==> config.mk <==
export PLATFORM = sky130hd
export DESIGN_NAME = diff_drive_motor_command_framer_unit
export DESIGN_NICKNAME = d
export VERILOG_FILES = /design/src/hdl/ddmcf_pkg.sv /design/src/hdl/diff_drive_motor_command_framer_unit.sv
export SDC_FILE = /design/constraint.sdc
export NUM_CORES = 1
export LEC_CHECK = 0
export BUFFER_PORTS_ARGS = -buffer_cell sky130_fd_sc_hd__buf_2
export CORE_MARGIN = 4
export CORE_UTILIZATION = 41
export CTS_CLUSTER_DIAMETER = 120
export CTS_CLUSTER_SIZE = 25
export DETAILED_ROUTE_END_ITERATION = 7
export REMOVE_ABC_BUFFERS = 1
export SETUP_SLACK_MARGIN = 0.3
export SLEW_MARGIN = 20
export SYNTH_ARGS = -nofsm -noshare
export SYNTH_HDL_FRONTEND = slang
export SYNTH_SLANG_ARGS = --single-unit
==> constraint.sdc <==
create_clock -name i_clk -period 13.4 [get_ports i_clk]
set_input_delay 2.01 -clock i_clk [delete_from_list [all_inputs] [get_ports i_clk]]
set_output_delay 2.01 -clock i_clk [all_outputs]
set_load 0.005 [all_outputs]
==> src/hdl/ddmcf_pkg.sv <==
`timescale 1ns / 1ps

package ddmcf_pkg;

    localparam int unsigned ELAPSED_WIDTH_DEF = 32;

    localparam logic [7:0] CFG_MIN_PERIOD   = 8'd0;
    localparam logic [7:0] CFG_TIMEOUT      = 8'd1;
    localparam logic [7:0] CFG_CHECK_PERIOD = 8'd2;
    localparam logic [7:0] CFG_DEADZONE     = 8'd3;

    localparam logic [15:0] MIN_PERIOD_RST   = 16'd100;
    localparam logic [15:0] TIMEOUT_RST      = 16'd500;
    localparam logic [15:0] CHECK_PERIOD_RST = 16'd500;
    localparam logic [6:0]  DEADZONE_RST     = 7'd9;

    localparam logic [6:0] PCT_MAX = 7'd99;

    localparam logic OP_CMD  = 1'b0;
    localparam logic OP_TICK = 1'b1;

    localparam logic [7:0] CH_EQ   = 8'h3D;
    localparam logic [7:0] CH_L    = 8'h4C;
    localparam logic [7:0] CH_R    = 8'h52;
    localparam logic [7:0] CH_F    = 8'h46;
    localparam logic [7:0] CH_B    = 8'h42;
    localparam logic [7:0] CH_ZERO = 8'h30;
    localparam logic [7:0] CH_CR   = 8'h0D;

    localparam logic [3:0] IDX_EQ_L   = 4'd0;
    localparam logic [3:0] IDX_L      = 4'd1;
    localparam logic [3:0] IDX_L_DIR  = 4'd2;
    localparam logic [3:0] IDX_L_TENS = 4'd3;
    localparam logic [3:0] IDX_L_ONES = 4'd4;
    localparam logic [3:0] IDX_EQ_R   = 4'd5;
    localparam logic [3:0] IDX_R      = 4'd6;
    localparam logic [3:0] IDX_R_DIR  = 4'd7;
    localparam logic [3:0] IDX_R_TENS = 4'd8;
    localparam logic [3:0] IDX_R_ONES = 4'd9;
    localparam logic [3:0] IDX_CR     = 4'd10;

    // Rounded-up percent ceil(|d| * 99 / 32768), saturated at 99.
    function automatic logic [6:0] pct_ceil(input logic [16:0] d);
        logic [16:0] mag;
        logic [23:0] sum;
        logic [8:0]  c;
        mag = d[16] ? (~d + 17'd1) : d;
        sum = {7'd0, mag} * 24'd99 + 24'd32767;
        c = sum[23:15];
        pct_ceil = (c > {2'b00, PCT_MAX}) ? PCT_MAX : c[6:0];
    endfunction

    // floor(x / 99) for x up to 99 * 99, by reciprocal multiplication.
    function automatic logic [6:0] div99(input logic [13:0] x);
        logic [23:0] p;
        p = {10'd0, x} * 24'd662;
        div99 = p[22:16];
    endfunction

    function automatic logic [3:0] tens_of(input logic [6:0] v);
        logic [14:0] p;
        p = {8'd0, v} * 15'd205;
        tens_of = p[14:11];
    endfunction

    function automatic logic [3:0] ones_of(input logic [6:0] v, input logic [3:0] t);
        logic [6:0] r;
        r = v - ({3'd0, t} * 7'd10);
        ones_of = r[3:0];
    endfunction

endpackage

==> src/hdl/diff_drive_motor_command_framer_unit.sv <==
`timescale 1ns / 1ps

// Channel   | Direction | Handshake               | Payload
// ----------+-----------+-------------------------+--------------------------------
// input     | in        | i_valid / o_stall       | i_opcode, i_throttle, i_yaw_rate
// result    | out       | o_valid / i_stall       | o_frame_byte, o_frame_last
// config    | in        | i_cfg_valid / o_cfg_ready | i_cfg_index, i_cfg_data
//
// A beat is taken every cycle while the input register drains; beats that raise no frame,
// ticks or commands, are never held in the input register by a stall.
// A frame is 11 result beats, one per cycle unless stalled; frame-raising beats wait in the
// input register until the single frame register that feeds the output register is free.
// The first byte passes the input, frame and output registers; the digits come from a
// three-stage percent pipeline that finishes before the first digit byte is selected.
// Reset is synchronous and active low and loads the register defaults; no clearing pass.
// A stalled output holds its byte and backs up into the input stall only for frame beats.

module diff_drive_motor_command_framer_unit #(
    parameter int unsigned ELAPSED_WIDTH = ddmcf_pkg::ELAPSED_WIDTH_DEF
) (
    input  logic               i_clk,
    input  logic               i_rst_n,
    input  logic               i_valid,
    output logic               o_stall,
    input  logic               i_opcode,
    input  logic signed [15:0] i_throttle,
    input  logic signed [15:0] i_yaw_rate,
    output logic               o_valid,
    input  logic               i_stall,
    output logic [7:0]         o_frame_byte,
    output logic               o_frame_last,
    input  logic               i_cfg_valid,
    output logic               o_cfg_ready,
    input  logic [7:0]         i_cfg_index,
    input  logic [15:0]        i_cfg_data
);
    import ddmcf_pkg::*;

    logic [15:0] r_min_period;
    logic [15:0] r_timeout;
    logic [15:0] r_check_period;
    logic [6:0]  r_deadzone;

    logic               r_in_valid;
    logic               r_in_op;
    logic signed [15:0] r_in_thr;
    logic signed [15:0] r_in_yaw;

    logic [ELAPSED_WIDTH-1:0] r_elapsed;
    logic [ELAPSED_WIDTH-1:0] n_elapsed;
    logic [15:0]              r_phase;
    logic [15:0]              n_phase;

    logic       r_frm_valid;
    logic [3:0] r_frm_idx;
    logic       r_frm_lneg;
    logic       r_frm_rneg;
    logic [6:0] r_frm_lc;
    logic [6:0] r_frm_rc;

    logic [13:0] r_lprod;
    logic [13:0] r_rprod;
    logic [6:0]  r_lpct;
    logic [6:0]  r_rpct;
    logic [3:0]  r_ltens;
    logic [3:0]  r_lones;
    logic [3:0]  r_rtens;
    logic [3:0]  r_rones;

    logic       r_out_valid;
    logic [7:0] r_out_byte;
    logic       r_out_last;

    logic        in_acc;
    logic        a_emit;
    logic        a_go;
    logic        out_adv;
    logic        frm_free;
    logic [16:0] a_ld;
    logic [16:0] a_rd;
    logic [15:0] a_period;
    logic [6:0]  dz_span;
    logic        dz_over;
    logic [7:0]  sel_byte;

    assign o_cfg_ready = 1'b1;
    assign o_valid      = r_out_valid;
    assign o_frame_byte = r_out_byte;
    assign o_frame_last = r_out_last;

    assign out_adv  = !r_out_valid || !i_stall;
    assign frm_free = !r_frm_valid || (out_adv && r_frm_idx == IDX_CR);
    assign a_go     = r_in_valid && (!a_emit || frm_free);
    assign o_stall  = r_in_valid && !a_go;
    assign in_acc   = i_valid && !o_stall;

    assign dz_over = r_deadzone > PCT_MAX;
    assign dz_span = dz_over ? 7'd0 : (PCT_MAX - r_deadzone);

    always_comb begin
        a_period  = (r_check_period == 16'd0) ? 16'd1 : r_check_period;
        a_emit    = 1'b0;
        a_ld      = 17'd0;
        a_rd      = 17'd0;
        n_elapsed = r_elapsed;
        n_phase   = r_phase;
        if (r_in_op == OP_CMD) begin
            a_emit    = r_elapsed >= {{(ELAPSED_WIDTH-16){1'b0}}, r_min_period};
            a_ld      = {r_in_thr[15], r_in_thr} - {r_in_yaw[15], r_in_yaw};
            a_rd      = {r_in_thr[15], r_in_thr} + {r_in_yaw[15], r_in_yaw};
            n_elapsed = a_emit ? '0 : r_elapsed;
        end else begin
            if (r_elapsed != '1) begin
                n_elapsed = r_elapsed + ELAPSED_WIDTH'(1);
            end
            n_phase = r_phase + 16'd1;
            if (n_phase >= a_period) begin
                n_phase = 16'd0;
                a_emit  = n_elapsed > {{(ELAPSED_WIDTH-16){1'b0}}, r_timeout};
            end
        end
    end

    always_comb begin
        case (r_frm_idx)
            IDX_EQ_L:   sel_byte = CH_EQ;
            IDX_L:      sel_byte = CH_L;
            IDX_L_DIR:  sel_byte = r_frm_lneg ? CH_B : CH_F;
            IDX_L_TENS: sel_byte = CH_ZERO + {4'd0, r_ltens};
            IDX_L_ONES: sel_byte = CH_ZERO + {4'd0, r_lones};
            IDX_EQ_R:   sel_byte = CH_EQ;
            IDX_R:      sel_byte = CH_R;
            IDX_R_DIR:  sel_byte = r_frm_rneg ? CH_B : CH_F;
            IDX_R_TENS: sel_byte = CH_ZERO + {4'd0, r_rtens};
            IDX_R_ONES: sel_byte = CH_ZERO + {4'd0, r_rones};
            IDX_CR:     sel_byte = CH_CR;
            default:    sel_byte = CH_CR;
        endcase
    end

    always_ff @(posedge i_clk) begin
        if (!i_rst_n) begin
            r_min_period   <= MIN_PERIOD_RST;
            r_timeout      <= TIMEOUT_RST;
            r_check_period <= CHECK_PERIOD_RST;
            r_deadzone     <= DEADZONE_RST;
        end else if (i_cfg_valid && o_cfg_ready) begin
            case (i_cfg_index)
                CFG_MIN_PERIOD:   r_min_period   <= i_cfg_data;
                CFG_TIMEOUT:      r_timeout      <= i_cfg_data;
                CFG_CHECK_PERIOD: r_check_period <= i_cfg_data;
                CFG_DEADZONE:     r_deadzone     <= i_cfg_data[6:0];
                default:          ;
            endcase
        end
    end

    always_ff @(posedge i_clk) begin
        if (!i_rst_n) begin
            r_in_valid <= 1'b0;
        end else if (in_acc) begin
            r_in_valid <= 1'b1;
        end else if (a_go) begin
            r_in_valid <= 1'b0;
        end
        if (in_acc) begin
            r_in_op  <= i_opcode;
            r_in_thr <= i_throttle;
            r_in_yaw <= i_yaw_rate;
        end
    end

    always_ff @(posedge i_clk) begin
        if (!i_rst_n) begin
            r_elapsed <= '0;
            r_phase   <= 16'd0;
        end else if (a_go) begin
            r_elapsed <= n_elapsed;
            r_phase   <= n_phase;
        end
    end

    always_ff @(posedge i_clk) begin
        if (!i_rst_n) begin
            r_frm_valid <= 1'b0;
            r_frm_idx   <= IDX_EQ_L;
        end else if (a_go && a_emit) begin
            r_frm_valid <= 1'b1;
            r_frm_idx   <= IDX_EQ_L;
        end else if (r_frm_valid && out_adv) begin
            if (r_frm_idx == IDX_CR) begin
                r_frm_valid <= 1'b0;
                r_frm_idx   <= IDX_EQ_L;
            end else begin
                r_frm_idx <= r_frm_idx + 4'd1;
            end
        end
        if (a_go && a_emit) begin
            r_frm_lneg <= a_ld[16];
            r_frm_rneg <= a_rd[16];
            r_frm_lc   <= pct_ceil(a_ld);
            r_frm_rc   <= pct_ceil(a_rd);
        end
    end

    always_ff @(posedge i_clk) begin
        r_lprod <= {7'd0, r_frm_lc} * {7'd0, dz_span};
        r_rprod <= {7'd0, r_frm_rc} * {7'd0, dz_span};
        r_lpct  <= (dz_over || r_frm_lc < r_deadzone) ? 7'd0 : r_deadzone + div99(r_lprod);
        r_rpct  <= (dz_over || r_frm_rc < r_deadzone) ? 7'd0 : r_deadzone + div99(r_rprod);
        r_ltens <= tens_of(r_lpct);
        r_lones <= ones_of(r_lpct, tens_of(r_lpct));
        r_rtens <= tens_of(r_rpct);
        r_rones <= ones_of(r_rpct, tens_of(r_rpct));
    end

    always_ff @(posedge i_clk) begin
        if (!i_rst_n) begin
            r_out_valid <= 1'b0;
        end else if (out_adv) begin
            r_out_valid <= r_frm_valid;
        end
        if (out_adv && r_frm_valid) begin
            r_out_byte <= sel_byte;
            r_out_last <= r_frm_idx == IDX_CR;
        end
    end

    a_frm_idx_range: assert property (@(posedge i_clk) disable iff (!i_rst_n)
        r_frm_valid |-> r_frm_idx <= IDX_CR)
        else $error("frame byte index out of range");

    a_cmd_clears_elapsed: assert property (@(posedge i_clk) disable iff (!i_rst_n)
        (a_go && r_in_op == OP_CMD && a_emit) |=> r_elapsed == '0)
        else $error("accepted command did not clear the idle counter");

    a_stall_only_on_frame: assert property (@(posedge i_clk) disable iff (!i_rst_n)
        o_stall |-> (r_in_valid && a_emit && r_frm_valid))
        else $error("input stalled without a pending frame");

    a_last_is_cr: assert property (@(posedge i_clk) disable iff (!i_rst_n)
        (r_out_valid && r_out_last) |-> r_out_byte == CH_CR)
        else $error("frame end flag on a byte other than carriage return");

endmodule
[After elaboration in Yosys (flattened, before gate mapping)]
Index checks and enable logic that the tools add are counted.
Storage, ports and cells
  flip-flop bits (word level): 226
  output and inout port bits: 12
Cells by class
  $add $sub $neg: 18
  multiply operators: 10
  magnitude comparators: 8
  equality and inequality tests: 14
  muxes and demuxes: 22
  bitwise operators: 3
  reductions and logical operators: 33
Operators with widths (number)
  $mux W32: 4
  $mux W17: 4
  $pmux W7 S9: 1
  $add A24 B15 Y24 const B: 2
  $mul A17 B7 Y24 const B: 2
  $mul A14 B9 Y22 const B: 2
  $add A17 B1 Y17 const B: 2
  $not A17 Y17: 2
  $add A32 B1 Y32 const B: 1
  $ge A32 B16 Y1: 1
  $gt A32 B16 Y1: 1
  $mux W16: 2
  $ne A32 B32 Y1 const B: 1
  $mul A7 B8 Y15 const B: 2
  $add A6 B4 Y7 const A: 4
  $mul A7 B7 Y14: 2
  $gt A9 B7 Y1 const B: 2
  $add A16 B16 Y17: 1
  $sub A16 B16 Y17: 1
  $add A16 B1 Y16 const B: 1
  $eq A4 B3 Y1 const B: 4
  $eq A8 B2 Y1 const B: 2
  $ge A16 B16 Y1: 1
  $logic_not A16 Y1: 1
  24 further kinds: 62

[Logic depth before layout (Yosys ltp)]
  depth in word-level cells: 14
  mapped depth: 33

[Least setup slack after synthesis]
Ideal clock, no wire load.
  kind: register to register
  start: register r_in_yaw[1]
  end: register r_frm_rc[2], data pin
  data arrival time: 7.136 ns
  data required time: 13.145 ns
  path slack: 6.009 ns
  cell stages (with the launch flop): 30
  path buffers: 0
  cells stage by stage: edfxtp_1 -> inv_1 -> ha_1 -> nand2b_1 -> a2111o_1 -> nand3b_1 -> xor2_1 -> a41oi_1 -> or3_1 -> or2_2 -> nand2_1 -> xor2_1 -> and2_1 -> ha_1 -> inv_1 -> fa_1 -> inv_1 -> fa_1 -> inv_1 -> fa_1 -> inv_1 -> ha_1 -> a211o_1 -> or4_1 -> a31oi_1 -> o21ai_0 -> xnor2_1 -> a2111oi_0 -> nor2b_1 -> and2_1
Between the ends
  cells in the longest elaborated chain, start to end: 8
RTL lines
  from (decl): RTL line diff_drive_motor_command_framer_unit.sv:47  | logic signed [15:0] r_in_yaw;
  from (signal assigned): RTL line diff_drive_motor_command_framer_unit.sv:169  | r_in_yaw <= i_yaw_rate;
  $add A16 B16 Y17 *: RTL line diff_drive_motor_command_framer_unit.sv:110  | a_rd = {r_in_thr[15], r_in_thr} + {r_in_yaw[15], r_in_yaw};
  $mux W17 *: RTL line diff_drive_motor_command_framer_unit.sv:107  | if (r_in_op == OP_CMD) begin
  $not A17 Y17: RTL line ddmcf_pkg.sv:47  | mag = d[16] ? (~d + 17'd1) : d;
  $add A17 B1 Y17: RTL line ddmcf_pkg.sv:47
  $mux W17 *: RTL line ddmcf_pkg.sv:47
  $mul A17 B7 Y24 *: RTL line ddmcf_pkg.sv:48  | sum = {7'd0, mag} * 24'd99 + 24'd32767;
  $add A24 B15 Y24 *: RTL line ddmcf_pkg.sv:48
  $gt A9 B7 Y1: RTL line ddmcf_pkg.sv:50  | pct_ceil = (c > {2'b00, PCT_MAX}) ? PCT_MAX : c[6:0];
  to (signal assigned): RTL line diff_drive_motor_command_framer_unit.sv:202  | r_frm_rc <= pct_ceil(a_rd);
  to (decl): RTL line diff_drive_motor_command_framer_unit.sv:59  | logic [6:0] r_frm_rc;
Every way passes the cells marked *; elsewhere a longest branch is shown, timed or not.
A chain may end at the register's enable or synchronous reset.

[Worst setup path after layout]
  start: register r_in_yaw[1]
  end: register r_frm_rc[3], data pin
The elaborated chain is that of the path after synthesis.

==> flow_summary.yaml <==
run_status:
  run_status: "finished clean"
global_routing:
  gr-usage-met1: 0.222
  grt_first_pass_wirelength_mm: 94.7
  grt-busiest-layer: "met2"
  antenna_found_initial: 0
  grtUsageTotal: 0.163
  grt_util_met3: 0.0171
  overflow: 0
  grt_pass1_vias: 19600
  grt_use_met2: 0.283
  grt_max_degree: 92
routing:
  viasPerCell: 5.06
  firstDrtPassIters: 5
  wl_per_cell_um: 14.6
  num_vias: 19400
  postRouteAntennaNets: 0
  routed_wl_mm: 55.8
  drc: 0
  dr.first_iter.drc_count: 860
clock_network:
  path_clk_slew_ns: 0.09
  cts_hold_buf: 0
  numClockSinks: 225
  clockBufferDepth: 3
  post_cts_resized: 0
  cts_made_buffers: 14
  cts_tree: "built"
  clock_latency_ns: 0.52
  cts_root_buf: "clkbuf_16"
  cts_max_level: 1
  postCtsSetupRepairBufs: 0
timing:
  setup_viol: 0
  period_share: 0.601
  finalMaxSlewViolations: 0
  worst_pin_slew_ns: 0.992
  hold_violations: 0
  fin_skew_ns: 0.0303
  slew_headroom: 0.332
  setup_tns_ns: 0
  finalCriticalPeriod_ns: 8.05
  fmax_mhz: 124
  grt_setup_unrepaired: "no"
synth:
  ys_types: 87
  ys.flop_type: "dfxtp_1"
  async_flop_share: 0
  syn-cell-area_um2: 26500
  synth_most_common_cell: "ha_1"
  synth_seq_area_share: 0.192
  yosys-top-cells-count: "ha_1, inv_1, nand2_1"
  synthCells: 2954
  synth_warnings: 0
  ys_ff_latch: 225
  syn_avg_cell_area_um2: 8.97
  synth_edf_count: 57
  synth_top_cell_area_share: 0.255
  synth_area_leader_cell: "ha_1"
  synth.area.top_cells: "ha_1, fa_1, dfxtp_1"
die:
  ios: 74
  die_y_um: 262
  core_um2: 63500
  initial_core_util: 0.417
  fp.dieW_um: 262
  die_area_um2: 68700
  fp-row-count: 92
placement:
  gp_congestion: 0.883
  detailed_place_hpwl_mm: 45.9
  numPortBuffers: 71
  dp.cells: 3798
critical_path:
  end_kind: "register"
  critPathSlowestCell: "or4_1"
  cp.required_ns: 13.67
  worstSetupStartpointType: "register"
  cpPeakStageDelay_ns: 0.54
  critPathMostFrequentCell: "inv_1"
  worstPathArrival_ns: 8.32
  path_buf_inv: 5
  path_delay_family: "adder cells"
  crit_type: "register to register"
  crit_fanout: 5
final_layout:
  layout-drive-gt1-share: 0.0517
  area_growth_pct: 6.12
  fin_nets: 3747
  final_core_util: 0.442
  n_antenna_cell: 0
  post_layout_nonfiller_instances: 3823
  fillers: 6250
run:
  max_cap_violations: 0
worst_hold_path:
  hold_class: "register to register"
## worst register-to-register path, delay by kind of cell (launching register included)
kind	cells	cell delay, ns
simple gates	9	2.17
flops	1	0.44
buf+inv	5	0.34
xor+xnor	3	0.57
fa+ha+maj	6	2.43
compound gates	6	1.87
## per-layer routing
metal / wire length [um] / part of all wire
met5: 0 / 0
met4: 1080 / 0.019
met3: 1740 / 0.031
met2: 26300 / 0.47
met1: 26700 / 0.48
## path summary, 6_finish.rpt
| check | endpoint | start | slack [ns] | cells after the start |
|---|---|---|---|---|
| hold / removal | r_rones[0]$_DFF_P_ | r_rpct[0]$_SDFF_PP0_ | 0.48 | 0 |
| setup reg to reg | r_frm_rc[3]$_SDFFCE_PN0P_ | r_in_yaw[1]$_DFFE_PP_ | 5.35 | 29 |
| setup / recovery | r_frm_rc[3]$_SDFFCE_PN0P_ | r_in_yaw[1]$_DFFE_PP_ | 5.35 | 29 |
| hold reg to reg | r_rones[0]$_DFF_P_ | r_rpct[0]$_SDFF_PP0_ | 0.48 | 0 |
## logic make-up (layout without fill, tap and decap cells)
| group | Yosys count | after routing | share of synthesized area |
|---|---|---|---|
| adders and majority gates | 716 | 716 | 0.388 |
| buffers and inverters | 604 | 627 | 0.0883 |
| AOI/OAI and AO/OA | 447 | 447 | 0.113 |
| xor gates and xnor gates | 177 | 177 | 0.0585 |
| and+or+nand+nor | 736 | 736 | 0.142 |
| muxes | 47 | 47 | 0.0178 |
| DFF | 225 | 225 | 0.192 |
| other | 2 | 2 | 0.000284 |
## layout make-up
cell class,instances,area [um^2],share of cell area
repair buffers,84,460,0.0164
well taps,846,1060,0.0377
inverters,519,1950,0.0693
clock inverters,5,83.8,0.00298
clock buffers,19,390,0.0139
multi-input cells,2125,19100,0.679
flip-flops and latches,225,5070,0.181
## per-stage QoR
stage	worst slack (ns)	instance area [um^2]	hold WS, ns
2_1_floorplan	5.99	26100	0.425
3_3_place_gp	5.56	27600	0.456
3_5_place_dp	5.37	27600	0.467
4_1_cts	5.33	28100	0.481
5_1_grt	4.79	28100	0.492
6_report	5.35	28100	0.475
## flip-flops by register name, indices dropped and copies added (netlist names), 4 cells and up
register	cells
r_elapsed	32
r_check_period	16
r_in_thr	16
r_in_yaw	16
r_min_period	16
r_phase	16
r_timeout	16
r_lprod	14
r_rprod	14
o_frame_byte	7
r_deadzone	7
r_frm_lc	7
r_frm_rc	7
r_lpct	7
r_rpct	7
r_frm_idx	4
r_lones	4
r_ltens	4
r_rones	4
r_rtens	4
## cell usage in the layout (no fill, tap or decap), types with 11 or more instances in the layout
| cell type | count |
|---|---|
| o21bai_1 | 17 |
| nor4_1 | 19 |
| dfxtp_1 | 168 |
| nor2b_1 | 62 |
| and4_1 | 12 |
| xnor2_1 | 119 |
| mux2i_1 | 46 |
| nor2_1 | 150 |
| and2_1 | 54 |
| or2_2 | 18 |
| nand2_1 | 184 |
| a22o_1 | 13 |
| buf_4 | 12 |
| a21boi_0 | 19 |
| fa_1 | 176 |
| a31oi_1 | 17 |
| clkbuf_16 | 15 |
| nand3_1 | 58 |
| a21o_1 | 51 |
| nand4_1 | 25 |
| nand3b_1 | 11 |
| edfxtp_1 | 57 |
| a21oi_1 | 111 |
| nand2b_1 | 20 |
| o211ai_1 | 22 |
| and3_1 | 41 |
| ha_1 | 540 |
| or3_1 | 16 |
| o21ai_0 | 77 |
| o21a_1 | 14 |
| xor2_1 | 58 |
| nor3_1 | 36 |
| buf_2 | 71 |
| a211oi_1 | 12 |
| inv_1 | 518 |
Power is left out: the tool's default activity adds up to more than one toggle a clock period on the data nets, which glitch-free logic cannot reach.
